===== src/rtl/csu_pkg.sv =====
package csu_pkg;

	localparam int DEF_MAX_LEN   = 1024;
	localparam int DEF_ELEM_BITS = 16;

	// Result format: signed Q1.15
	localparam int COS_W     = 16;
	localparam int FRAC_BITS = 15;
	// Quotient bits kept by the divider; larger quotients are flagged as overflow
	localparam int QUO_W     = FRAC_BITS + 2;
	localparam int CNT_W     = $clog2(QUO_W);

	typedef enum logic [3:0] {
		ST_IDLE,
		ST_MUL_AB,
		ST_MUL_AA,
		ST_MUL_BB,
		ST_ACC,
		ST_CHECK,
		ST_SQRT_A,
		ST_SQRT_B_INIT,
		ST_SQRT_B,
		ST_DEN,
		ST_DIV_INIT,
		ST_DIV,
		ST_EMIT
	} state_t;

	typedef enum logic [1:0] {
		MUL_AB,
		MUL_AA,
		MUL_BB
	} mul_sel_t;

	typedef enum logic [1:0] {
		ACC_NONE,
		ACC_DOT,
		ACC_SQA,
		ACC_SQB
	} acc_sel_t;

	typedef struct packed {
		logic     ld_in;
		mul_sel_t mul_sel;
		acc_sel_t acc_sel;
		logic     clr_acc;
		logic     sq_start_a;
		logic     sq_start_b;
		logic     sq_step;
		logic     save_ra;
		logic     den_ld;
		logic     div_init;
		logic     div_step;
		logic     out_ld;
	} cmd_t;

	typedef struct packed {
		logic last;
		logic zero;
		logic sq_fin;
		logic div_fin;
	} sts_t;

endpackage


===== src/rtl/csu_dp.sv =====
module csu_dp #(
	parameter int ELEM_BITS = 16,
	parameter int MAX_LEN   = 1024
) (
	input  logic                                 clk,
	input  logic                                 arst_n,
	input  csu_pkg::cmd_t                        cmd,
	output csu_pkg::sts_t                        sts,
	input  logic signed [ELEM_BITS-1:0]          in_a,
	input  logic signed [ELEM_BITS-1:0]          in_b,
	input  logic                                 in_last,
	output logic        [csu_pkg::COS_W-1:0]     cos,
	output logic                                 zero_norm
);
	import csu_pkg::*;

	localparam int PROD_W = 2 * ELEM_BITS;
	localparam int DOT_W  = PROD_W + $clog2(MAX_LEN);
	localparam int SQ_W   = DOT_W - 1;
	localparam int RT_W   = (SQ_W + 1) / 2;
	localparam int DEN_W  = 2 * RT_W;
	localparam int REM_W  = DEN_W + 1;
	localparam int CMP_W  = DEN_W + 2;

	localparam logic [SQ_W-1:0]  SQ_TOP    = SQ_W'(1) << (2 * (RT_W - 1));
	localparam logic [QUO_W-1:0] Q_ONE     = QUO_W'(1) << FRAC_BITS;
	localparam logic [QUO_W-1:0] Q_MAX_POS = Q_ONE - QUO_W'(1);

	// input item and MAC
	logic signed [ELEM_BITS-1:0] a_q, b_q;
	logic                        last_q;
	logic signed [ELEM_BITS-1:0] op_x, op_y;
	logic signed [PROD_W-1:0]    prod, prod_q;
	logic        [DOT_W-1:0]     dot_q;
	logic        [SQ_W-1:0]      sqa_q, sqb_q;

	// shared square root unit
	logic [SQ_W-1:0] num_q, res_q, bit_q;
	logic [SQ_W:0]   trial;
	logic            take;
	logic [RT_W-1:0] ra_q;

	// divider
	logic [DEN_W-1:0] den_q;
	logic [DOT_W-1:0] mag_q;
	logic             neg_q;
	logic             ovf_q;
	logic [REM_W-1:0] rem_q, rem_sh;
	logic             ge;
	logic [QUO_W-1:0] low_q, quo_q;
	logic [CNT_W-1:0] cnt_q;

	logic [QUO_W-1:0] qs_neg, q_neg, q_pos;
	logic [COS_W-1:0] cos_q;
	logic             zn_q;
	logic             zero;

	always_comb begin
		unique case (cmd.mul_sel)
			MUL_AB: begin
				op_x = a_q;
				op_y = b_q;
			end
			MUL_AA: begin
				op_x = a_q;
				op_y = a_q;
			end
			MUL_BB: begin
				op_x = b_q;
				op_y = b_q;
			end
			default: begin
				op_x = a_q;
				op_y = b_q;
			end
		endcase
	end

	assign prod = PROD_W'(op_x) * PROD_W'(op_y);

	always_ff @(posedge clk) begin
		if (cmd.ld_in) begin
			a_q <= in_a;
			b_q <= in_b;
		end
		prod_q <= prod;
	end

	always_ff @(posedge clk or negedge arst_n) begin
		if (!arst_n) begin
			last_q <= 1'b0;
			dot_q  <= '0;
			sqa_q  <= '0;
			sqb_q  <= '0;
		end else begin
			if (cmd.ld_in)
				last_q <= in_last;
			if (cmd.clr_acc) begin
				dot_q <= '0;
				sqa_q <= '0;
				sqb_q <= '0;
			end else begin
				unique case (cmd.acc_sel)
					ACC_NONE: ;
					ACC_DOT:  dot_q <= dot_q + DOT_W'(prod_q);
					ACC_SQA:  sqa_q <= sqa_q + SQ_W'(prod_q);
					ACC_SQB:  sqb_q <= sqb_q + SQ_W'(prod_q);
					default:  ;
				endcase
			end
		end
	end

	assign zero = (sqa_q == '0) || (sqb_q == '0);

	// digit-by-digit root, one result bit per step
	assign trial = {1'b0, res_q} + {1'b0, bit_q};
	assign take  = {1'b0, num_q} >= trial;

	always_ff @(posedge clk) begin
		if (cmd.sq_start_a || cmd.sq_start_b) begin
			num_q <= cmd.sq_start_b ? sqb_q : sqa_q;
			res_q <= '0;
			bit_q <= SQ_TOP;
		end else if (cmd.sq_step) begin
			if (take) begin
				num_q <= num_q - trial[SQ_W-1:0];
				res_q <= (res_q >> 1) + bit_q;
			end else begin
				res_q <= res_q >> 1;
			end
			bit_q <= bit_q >> 2;
		end
		if (cmd.save_ra)
			ra_q <= res_q[RT_W-1:0];
	end

	// restoring division of |dot| * 2^15 by root_a * root_b
	assign rem_sh = {rem_q[REM_W-2:0], low_q[QUO_W-1]};
	assign ge     = rem_sh >= REM_W'(den_q);

	always_ff @(posedge clk) begin
		if (cmd.den_ld) begin
			den_q <= DEN_W'(ra_q) * DEN_W'(res_q[RT_W-1:0]);
			neg_q <= dot_q[DOT_W-1];
			mag_q <= dot_q[DOT_W-1] ? (~dot_q + DOT_W'(1)) : dot_q;
		end
		if (cmd.div_init) begin
			ovf_q <= CMP_W'(mag_q) >= {den_q, 2'b00};
			rem_q <= REM_W'(mag_q >> 2);
			low_q <= {mag_q[1:0], FRAC_BITS'(0)};
			quo_q <= '0;
			cnt_q <= CNT_W'(QUO_W - 1);
		end else if (cmd.div_step) begin
			rem_q <= ge ? (rem_sh - REM_W'(den_q)) : rem_sh;
			quo_q <= {quo_q[QUO_W-2:0], ge};
			low_q <= low_q << 1;
			cnt_q <= cnt_q - CNT_W'(1);
		end
	end

	// saturate to Q1.15
	always_comb begin
		qs_neg = (ovf_q || (quo_q > Q_ONE)) ? Q_ONE : quo_q;
		q_neg  = ~qs_neg + QUO_W'(1);
		q_pos  = (ovf_q || (quo_q > Q_MAX_POS)) ? Q_MAX_POS : quo_q;
	end

	always_ff @(posedge clk) begin
		if (cmd.out_ld) begin
			zn_q <= zero;
			if (zero)
				cos_q <= '0;
			else if (neg_q)
				cos_q <= q_neg[COS_W-1:0];
			else
				cos_q <= q_pos[COS_W-1:0];
		end
	end

	assign cos       = cos_q;
	assign zero_norm = zn_q;

	assign sts.last    = last_q;
	assign sts.zero    = zero;
	assign sts.sq_fin  = bit_q[0];
	assign sts.div_fin = (cnt_q == '0);

endmodule


===== src/rtl/csu_ctrl.sv =====
module csu_ctrl (
	input  logic          clk,
	input  logic          arst_n,
	input  logic          s_tvalid,
	output logic          s_tready,
	output logic          m_tvalid,
	input  logic          m_tready,
	output csu_pkg::cmd_t cmd,
	input  csu_pkg::sts_t sts
);
	import csu_pkg::*;

	state_t state_q, state_nxt;
	logic   out_valid_q;

	always_ff @(posedge clk or negedge arst_n) begin
		if (!arst_n) begin
			state_q     <= ST_IDLE;
			out_valid_q <= 1'b0;
		end else begin
			state_q <= state_nxt;
			if (cmd.out_ld)
				out_valid_q <= 1'b1;
			else if (m_tready)
				out_valid_q <= 1'b0;
		end
	end

	always_comb begin
		state_nxt = state_q;
		cmd       = '0;
		s_tready  = 1'b0;
		unique case (state_q)
			ST_IDLE: begin
				s_tready = 1'b1;
				if (s_tvalid) begin
					cmd.ld_in = 1'b1;
					state_nxt = ST_MUL_AB;
				end
			end
			ST_MUL_AB: begin
				cmd.mul_sel = MUL_AB;
				state_nxt   = ST_MUL_AA;
			end
			ST_MUL_AA: begin
				cmd.mul_sel = MUL_AA;
				cmd.acc_sel = ACC_DOT;
				state_nxt   = ST_MUL_BB;
			end
			ST_MUL_BB: begin
				cmd.mul_sel = MUL_BB;
				cmd.acc_sel = ACC_SQA;
				state_nxt   = ST_ACC;
			end
			ST_ACC: begin
				cmd.acc_sel = ACC_SQB;
				if (sts.last) begin
					state_nxt = ST_CHECK;
				end else begin
					s_tready = 1'b1;
					if (s_tvalid) begin
						cmd.ld_in = 1'b1;
						state_nxt = ST_MUL_AB;
					end else begin
						state_nxt = ST_IDLE;
					end
				end
			end
			ST_CHECK: begin
				if (sts.zero) begin
					state_nxt = ST_EMIT;
				end else begin
					cmd.sq_start_a = 1'b1;
					state_nxt      = ST_SQRT_A;
				end
			end
			ST_SQRT_A: begin
				cmd.sq_step = 1'b1;
				if (sts.sq_fin)
					state_nxt = ST_SQRT_B_INIT;
			end
			ST_SQRT_B_INIT: begin
				cmd.save_ra    = 1'b1;
				cmd.sq_start_b = 1'b1;
				state_nxt      = ST_SQRT_B;
			end
			ST_SQRT_B: begin
				cmd.sq_step = 1'b1;
				if (sts.sq_fin)
					state_nxt = ST_DEN;
			end
			ST_DEN: begin
				cmd.den_ld = 1'b1;
				state_nxt  = ST_DIV_INIT;
			end
			ST_DIV_INIT: begin
				cmd.div_init = 1'b1;
				state_nxt    = ST_DIV;
			end
			ST_DIV: begin
				cmd.div_step = 1'b1;
				if (sts.div_fin)
					state_nxt = ST_EMIT;
			end
			ST_EMIT: begin
				if (!out_valid_q || m_tready) begin
					cmd.out_ld  = 1'b1;
					cmd.clr_acc = 1'b1;
					state_nxt   = ST_IDLE;
				end
			end
			default: state_nxt = ST_IDLE;
		endcase
	end

	assign m_tvalid = out_valid_q;

endmodule


===== src/rtl/cosine_similarity_unit_core.sv =====
// channel | dir | tdata (low bit up)                 | tlast      | tuser
// s_*     | in  | elem_a, elem_b (zero padded)       | last pair  | -
// m_*     | out | cosine (signed Q1.15)              | -          | zero_norm
//
// Items: one shared multiplier forms a*b, a*a, b*b of an item without last in turn,
// then its last sum is accumulated while the next item can already be taken.
// An item with last then runs two serial roots on one shared unit, one bit per
// cycle, then a 17-step restoring divider; with a zero norm it skips both and
// goes from the zero check straight to the output register.
// Reset: arst_n clears the controller, output valid and the accumulators.
// Stalls: the result sits in an output register; new items are taken while it
// waits, and only the next result waits for m_tready.
module cosine_similarity_unit_core #(
	parameter int MAX_LEN   = csu_pkg::DEF_MAX_LEN,
	parameter int ELEM_BITS = csu_pkg::DEF_ELEM_BITS
) (
	input  logic                                 clk,
	input  logic                                 arst_n,
	// slave side: item = one element pair
	input  logic                                 s_tvalid,
	output logic                                 s_tready,
	input  logic [((2*ELEM_BITS+7)/8)*8-1:0]     s_tdata,  // elem_a, elem_b, pad
	input  logic                                 s_tlast,  // last
	// master side: one item per vector pair
	output logic                                 m_tvalid,
	input  logic                                 m_tready,
	output logic [csu_pkg::COS_W-1:0]            m_tdata,  // cosine
	output logic                                 m_tuser   // zero_norm
);
	import csu_pkg::*;

	cmd_t cmd;
	sts_t sts;

	logic signed [ELEM_BITS-1:0] elem_a, elem_b;

	// tdata unpack; pad bits above the two elements are ignored
	assign elem_a = s_tdata[ELEM_BITS-1:0];
	assign elem_b = s_tdata[2*ELEM_BITS-1:ELEM_BITS];

	// sequencer: MAC steps per item, then root/root/multiply/divide on last unless a norm is zero
	csu_ctrl u_ctrl (
		.clk      (clk),
		.arst_n   (arst_n),
		.s_tvalid (s_tvalid),
		.s_tready (s_tready),
		.m_tvalid (m_tvalid),
		.m_tready (m_tready),
		.cmd      (cmd),
		.sts      (sts)
	);

	// accumulators, shared root unit, divider, output register
	csu_dp #(
		.ELEM_BITS (ELEM_BITS),
		.MAX_LEN   (MAX_LEN)
	) u_dp (
		.clk       (clk),
		.arst_n    (arst_n),
		.cmd       (cmd),
		.sts       (sts),
		.in_a      (elem_a),
		.in_b      (elem_b),
		.in_last   (s_tlast),
		.cos       (m_tdata),
		.zero_norm (m_tuser)
	);

	// each item needs several cycles of MAC work before the next one
	a_no_back_to_back: assert property (@(posedge clk) disable iff (!arst_n)
		s_tvalid && s_tready |=> !s_tready)
		else $error("item taken in consecutive cycles");

	// a last item runs at least the zero-check path before input reopens
	a_last_holds_off: assert property (@(posedge clk) disable iff (!arst_n)
		s_tvalid && s_tready && s_tlast |=> !s_tready ##1 !s_tready ##1 !s_tready)
		else $error("input reopened too early after last");

	// zero norm forces a zero cosine
	a_zero_norm_cos: assert property (@(posedge clk) disable iff (!arst_n)
		m_tvalid && m_tuser |-> m_tdata == '0)
		else $error("zero_norm with nonzero cosine");

endmodule

===== config.mk =====
export PLATFORM = sky130hd
export DESIGN_NAME = cosine_similarity_unit_core
export DESIGN_NICKNAME = d
export VERILOG_FILES = /design/src/rtl/csu_pkg.sv /design/src/rtl/csu_dp.sv /design/src/rtl/csu_ctrl.sv /design/src/rtl/cosine_similarity_unit_core.sv
export SDC_FILE = /design/constraint.sdc
export NUM_CORES = 2
export LEC_CHECK = 0
export ABC_AREA = 0
export BUFFER_PORTS_ARGS = -buffer_cell sky130_fd_sc_hd__buf_2
export CELL_PAD_IN_SITES_DETAIL_PLACEMENT = 1
export CELL_PAD_IN_SITES_GLOBAL_PLACEMENT = 2
export CORE_ASPECT_RATIO = 1.2
export CORE_UTILIZATION = 42
export DETAILED_ROUTE_END_ITERATION = 8
export GPL_TIMING_DRIVEN = 0
export PLACE_DENSITY_LB_ADDON = 0.15
export SLEW_MARGIN = 20
export SYNTH_ARGS = -nofsm -noshare
export SYNTH_HDL_FRONTEND = slang
export SYNTH_HIERARCHICAL = 1
export SYNTH_SLANG_ARGS = --single-unit

===== constraint.sdc =====
create_clock -name clk -period 10.2 [get_ports clk]
set_input_delay 0 -clock clk [delete_from_list [all_inputs] [get_ports clk]]
set_output_delay 0 -clock clk [all_outputs]
set_load 0.03 [all_outputs]

**After elaboration in Yosys (flattened, before gate mapping)**

Index checks and enable logic that the tools add are counted.

- Register bits: 487
- Input port bits: 37
- Output and inout bits: 19

- Add/subtract/negate cells: 10
- Multipliers: 2
- $lt $le $gt $ge: 5
- Eq/ne operators: 22
- Multiplexer cells: 49
- Bitwise gates (word level): 2
- Reductions and logical operators: 20

Operators with widths:

| cell | count |
|---|---|
| 41-bit 2-to-1 mux | 10 |
| 42-bit 2-to-1 mux | 3 |
| 41-bit adder | 2 |
| 41-bit zero test | 2 |
| 16-bit 2-to-1 mux | 5 |
| 40-bit 2-to-1 mux | 2 |
| 4-bit case mux with 13 select lines | 1 |
| 42-bit by 44-bit greater-or-equal comparator with 1-bit output | 1 |
| 43-bit by 42-bit greater-or-equal comparator with 1-bit output | 1 |
| 41-bit by 41-bit adder with 42-bit output | 1 |
| 42-bit by 1-bit adder with 42-bit output (second input constant) | 1 |
| 42-bit adder | 1 |
| 41-bit by 42-bit greater-or-equal comparator with 1-bit output | 1 |
| 21-bit by 21-bit multiplier with 42-bit output | 1 |
| 42-bit inverter | 1 |
| 42-bit subtractor | 1 |
| 40-bit by 41-bit adder with 41-bit output | 1 |
| 41-bit subtractor | 1 |
| 17-bit 2-to-1 mux | 2 |
| 16-bit by 16-bit multiplier with 32-bit output | 1 |
| 4-bit 2-to-1 mux | 7 |
| 4-bit == test (second input constant) | 5 |
| 17-bit by 15-bit greater-than comparator with 1-bit output (second input constant) | 1 |
| 17-bit by 16-bit greater-than comparator with 1-bit output (second input constant) | 1 |
| other kinds (22) | 57 |

**Longest topological paths before layout**

- Depth after elaboration: 7
- Gate-level depth with buffers: 33
- Gate-level depth less buffers: 30

**By module**

The synthesis kept the hierarchy.

Modules (own cells, without submodules):

| module | instances | cells an instance | area each (um^2) | sequential area each (um^2) |
|---|---|---|---|---|
| csu_dp | 1 | 6496 | 58147.0 | 12667.1 |
| csu_ctrl | 1 | 65 | 510.5 | 125.1 |

**Worst setup path before layout**

OpenSTA, ideal clock, no wires.

- Path type: register to register
- From: register u_ctrl.state_q[2]
- To: register u_dp.prod_q[30]
- Data arrival time: 7.659 ns
- Path slack: 2.419 ns
- Stages on the path, launching flop included: 31
- Buffers on the path: 3
- Cells stage by stage: dfrtp_1 > buf_6 > or2_2 > nor2_1 > nand2b_1 > buf_1 > clkbuf_1 > nand2_1 > nand2_1 > nand2_1 > fa_1 > inv_1 > fa_1 > fa_1 > fa_1 > fa_1 > inv_1 > fa_1 > inv_1 > ha_1 > a21o_1 > a21o_1 > a21o_1 > a21o_1 > a21oi_1 > nor2_1 > a211oi_1 > o41ai_1 > and4_1 > nand2b_1 > a311o_1

RTL lines:

| item | RTL line | RTL |
|---|---|---|
| from (decl) | csu_ctrl.sv:13 | `state_t state_q, state_nxt;` |
| from (signal assigned) | csu_ctrl.sv:21 | `state_q <= state_nxt;` |
| to (signal assigned) | csu_dp.sv:86 | `prod_q <= prod;` |
| to (decl) | csu_dp.sv:33 | `logic signed [PROD_W-1:0] prod, prod_q;` |

==> run_results.csv <==
group,metric,value,unit
sta,fin_skew,0.0558,ns
synthesis,synth_cells,6561,
layout,final_area,64400,sq um
clock_network,cts_tree,"yes",
clock_network,post_cts_buffers,0,
clock_network,htreeDepth,2,
floorplanning,die_w,343,microns
synthesis,synth_enable_flop_cells,239,
sta,period_minus_slack,9.26,ns
sta,maxSlewViolCount,0,
setup_path,slowest_delay,0.59,ns
drt,vias_per_cell,5.64,
layout,syn2layout_area_growth,9.80,%
status,status,"completed",
global_routing,grt.overflow.total,0,
sta,rsz0062_at_grt,"no",
clock_network,clk_pin_slew,0.06,ns
layout,drive_above_1_share,4.47,%
layout,multiInputGateArea,41700,sq um
global_routing,grt_max_degree,76,
floorplanning,die_h,411,microns
layout,nFillCells,16200,
clock_network,clock-sinks,487,
setup_path,crit_required,10.79,ns
floorplanning,die_area,141000,sq um
placement,port_buffers,55,
placement,place_area,61500,sq um
run,cap_violations,0,
synthesis,yosysWarnings,6,
sta,fin_setup_tns,0,ns
clock_network,worstSkewPairLatency,0.72,ns
clock_network,cts_root_buf,"clkbuf_16",
synthesis,synth_cell_type_count,101,
global_routing,grt.total_usage,28.8,%
drt,drt_wl_total,203,mm
synthesis,synth-seq-cells,487,
sta,post-route-period-util,90.8,%
sta,worst_pin_slew,1.07,ns
sta,finalHoldViolations,0,
setup_path,cp_max_fo,10,
setup_path,crit_top_cell,"fa_1",
drt,dr.pass1.iters,5,
floorplanning,io_pins,56,
synthesis,ys.flop_type,"edfxtp_1",
synthesis,synth.avg_cell_area,8.94,sq um
floorplanning,rows,149,
synthesis,synth_area,58700,sq um
drt,drt_iter0_drc,2642,
floorplanning,initial_core_util,42.5,%
synthesis,synth_seq_area_share,21.8,%
hold_path,hp-class,"in -> reg",
sta,slew_headroom,26.4,%
drt,wire_per_inst,23.5,microns
synthesis,synth_nets,7747,
clock_network,cts_buffers,61,
clock_network,cts_buffer_depth,3,
global_routing,grt_pass1_wl,311,mm
global_routing,grt_pass1_vias,52400,
drt,ant_nets,0,
layout,final_nets,7949,
drt,drc,0,
setup_path,path_class,"reg -> reg",
layout,regArea,12800,sq um
sta,setup_viol,0,
floorplanning,core,138000,sq um
placement,dp_hpwl,165,mm
setup_path,worst_setup_path_end_kind,"flip-flop",
setup_path,critPathArrivalTime,9.86,ns
placement,gp_congestion,0.937,
setup_path,cpMaxStageDelayCell,"fa_1",
synthesis,synth-async-reset-ratio,26.7,%
drt,via_count,48700,
sta,timing.fmax,108,MHz
setup_path,critPathLaunchType,"flip-flop",
global_routing,antenna_found_initial,5,
==> sequential cells by signal, summed over array words and instances, names as in the netlist, 17 cells and up <==
name         flops
u_dp/bit_q      21
u_dp/den_q      42
u_dp/dot_q      42
u_dp/mag_q      42
u_dp/num_q      41
u_dp/prod_q     32
u_dp/quo_q      17
u_dp/ra_q       21
u_dp/rem_q      42
u_dp/res_q      41
u_dp/sqa_q      41
u_dp/sqb_q      41
==> layout by cell type (no fill, tap or decap), types with 66 or more instances in the layout <==
cell,n
nand2_1,845
inv_1,818
fa_1,625
ha_1,524
nor2_1,435
a21oi_1,367
and2_1,275
clkbuf_1,254
edfxtp_1,239
xnor2_1,225
o21ai_0,176
a21o_1,166
dfrtp_1,130
xor2_1,120
dfxtp_1,117
nand2b_1,78
o21ai_1,74
a31oi_1,72
dlygate4sd3_1,69
mux2i_1,69
buf_2,66
==> layout make-up <==
class	count	share of cell area, %
Antenna cell	1	0.00389
Multi-Input combinational cell	4965	64.7
Inverter	818	4.77
Clock inverter	34	0.659
Sequential cell	487	19.9
Timing Repair Buffer	139	1.91
Buffer	291	1.85
Tap cell	1812	3.52
Clock buffer	82	2.68
==> cell usage after synthesis (130+ instances only) <==
master	count	area share, %
and2_1	276	2.9
o21ai_0	176	1.5
edfxtp_1	239	12
dfrtp_1	130	5.5
nor2_1	437	2.8
fa_1	625	21
inv_1	818	5.2
xnor2_1	225	3.4
a21o_1	166	2.1
clkbuf_1	243	1.6
a21oi_1	368	3.1
ha_1	524	11
nand2_1	845	5.4
==> metal layers <==
layer	wire length, microns	GRT usage, %	vias to the layer above	share of wire [%]
met3	8080	2.83	343	4.0
li1	-	-	22500	-
met4	9610	12.3	2	4.7
met1	83500	35.5	24900	41
met2	102000	51.0	987	50
met5	13	0	-	0.0064
==> final timing paths <==
check,startpoint,endpoint,slack [ns],cells after the start
setup / recovery,u_ctrl/state_q[3],u_dp/prod_q[30],0.94,31
hold / removal,s_tlast,u_dp/last_q,0.05,3
setup reg to reg,u_ctrl/state_q[3],u_dp/prod_q[30],0.94,31
hold reg to reg,u_dp/dot_q[41],u_dp/neg_q,0.47,0
max in group asynchronous,arst_n,u_ctrl/state_q[1],9.34,4
min in group asynchronous,arst_n,u_dp/sqa_q[26],0.43,4
==> per-stage QoR <==
stage | hold slack (ns) | util (%) | worst slack, ns | std cells
floorplan | -0.296 | - | 2.42 | 6561
finish | 0.0469 | 46.7 | 0.936 | 8629
global route | 0.0419 | 46.7 | 0.471 | 8628
global placement | 0.177 | 44.4 | 0.199 | 8428
detailed placement | -0.0227 | 44.6 | 0.909 | 8442
CTS | 0.00219 | 46.7 | 0.826 | 8628
==> kinds of logic (layout without fill, tap and decap cells) <==
| group | after synthesis | after routing | share of synthesized area, % |
|---|---|---|---|
| AOI/OAI and AO/OA | 1316 | 1316 | 15.1 |
| buffers and inverters | 1109 | 1364 | 7.27 |
| xor gates and xnor gates | 345 | 345 | 5.15 |
| muxes | 88 | 88 | 1.54 |
| other | 0 | 1 | 0 |
| DFF | 487 | 487 | 21.8 |
| and+or+nand+nor | 2067 | 2067 | 16.7 |
| adders and majority gates | 1149 | 1149 | 32.5 |
==> critical path: cells and delay by family, from the launching register on <==
kind / cells / cell delay [ns]
adders and majority gates: 7 / 3.39
buffers and inverters: 7 / 1.83
AOI/OAI and AO/OA: 8 / 1.73
and+or+nand+nor: 9 / 1.75
DFF: 1 / 0.40
==> what timing repair did <==
| item | in CTS | in global routing |
|---|---|---|
| hold buffers | 70 | 0 |
| resized for setup | 0 | 0 |
| endpoints found under the hold margin | 167 | 0 |
Power is not shown: default switching activity piles up to over one toggle a cycle in this logic, so the estimate is an artifact.
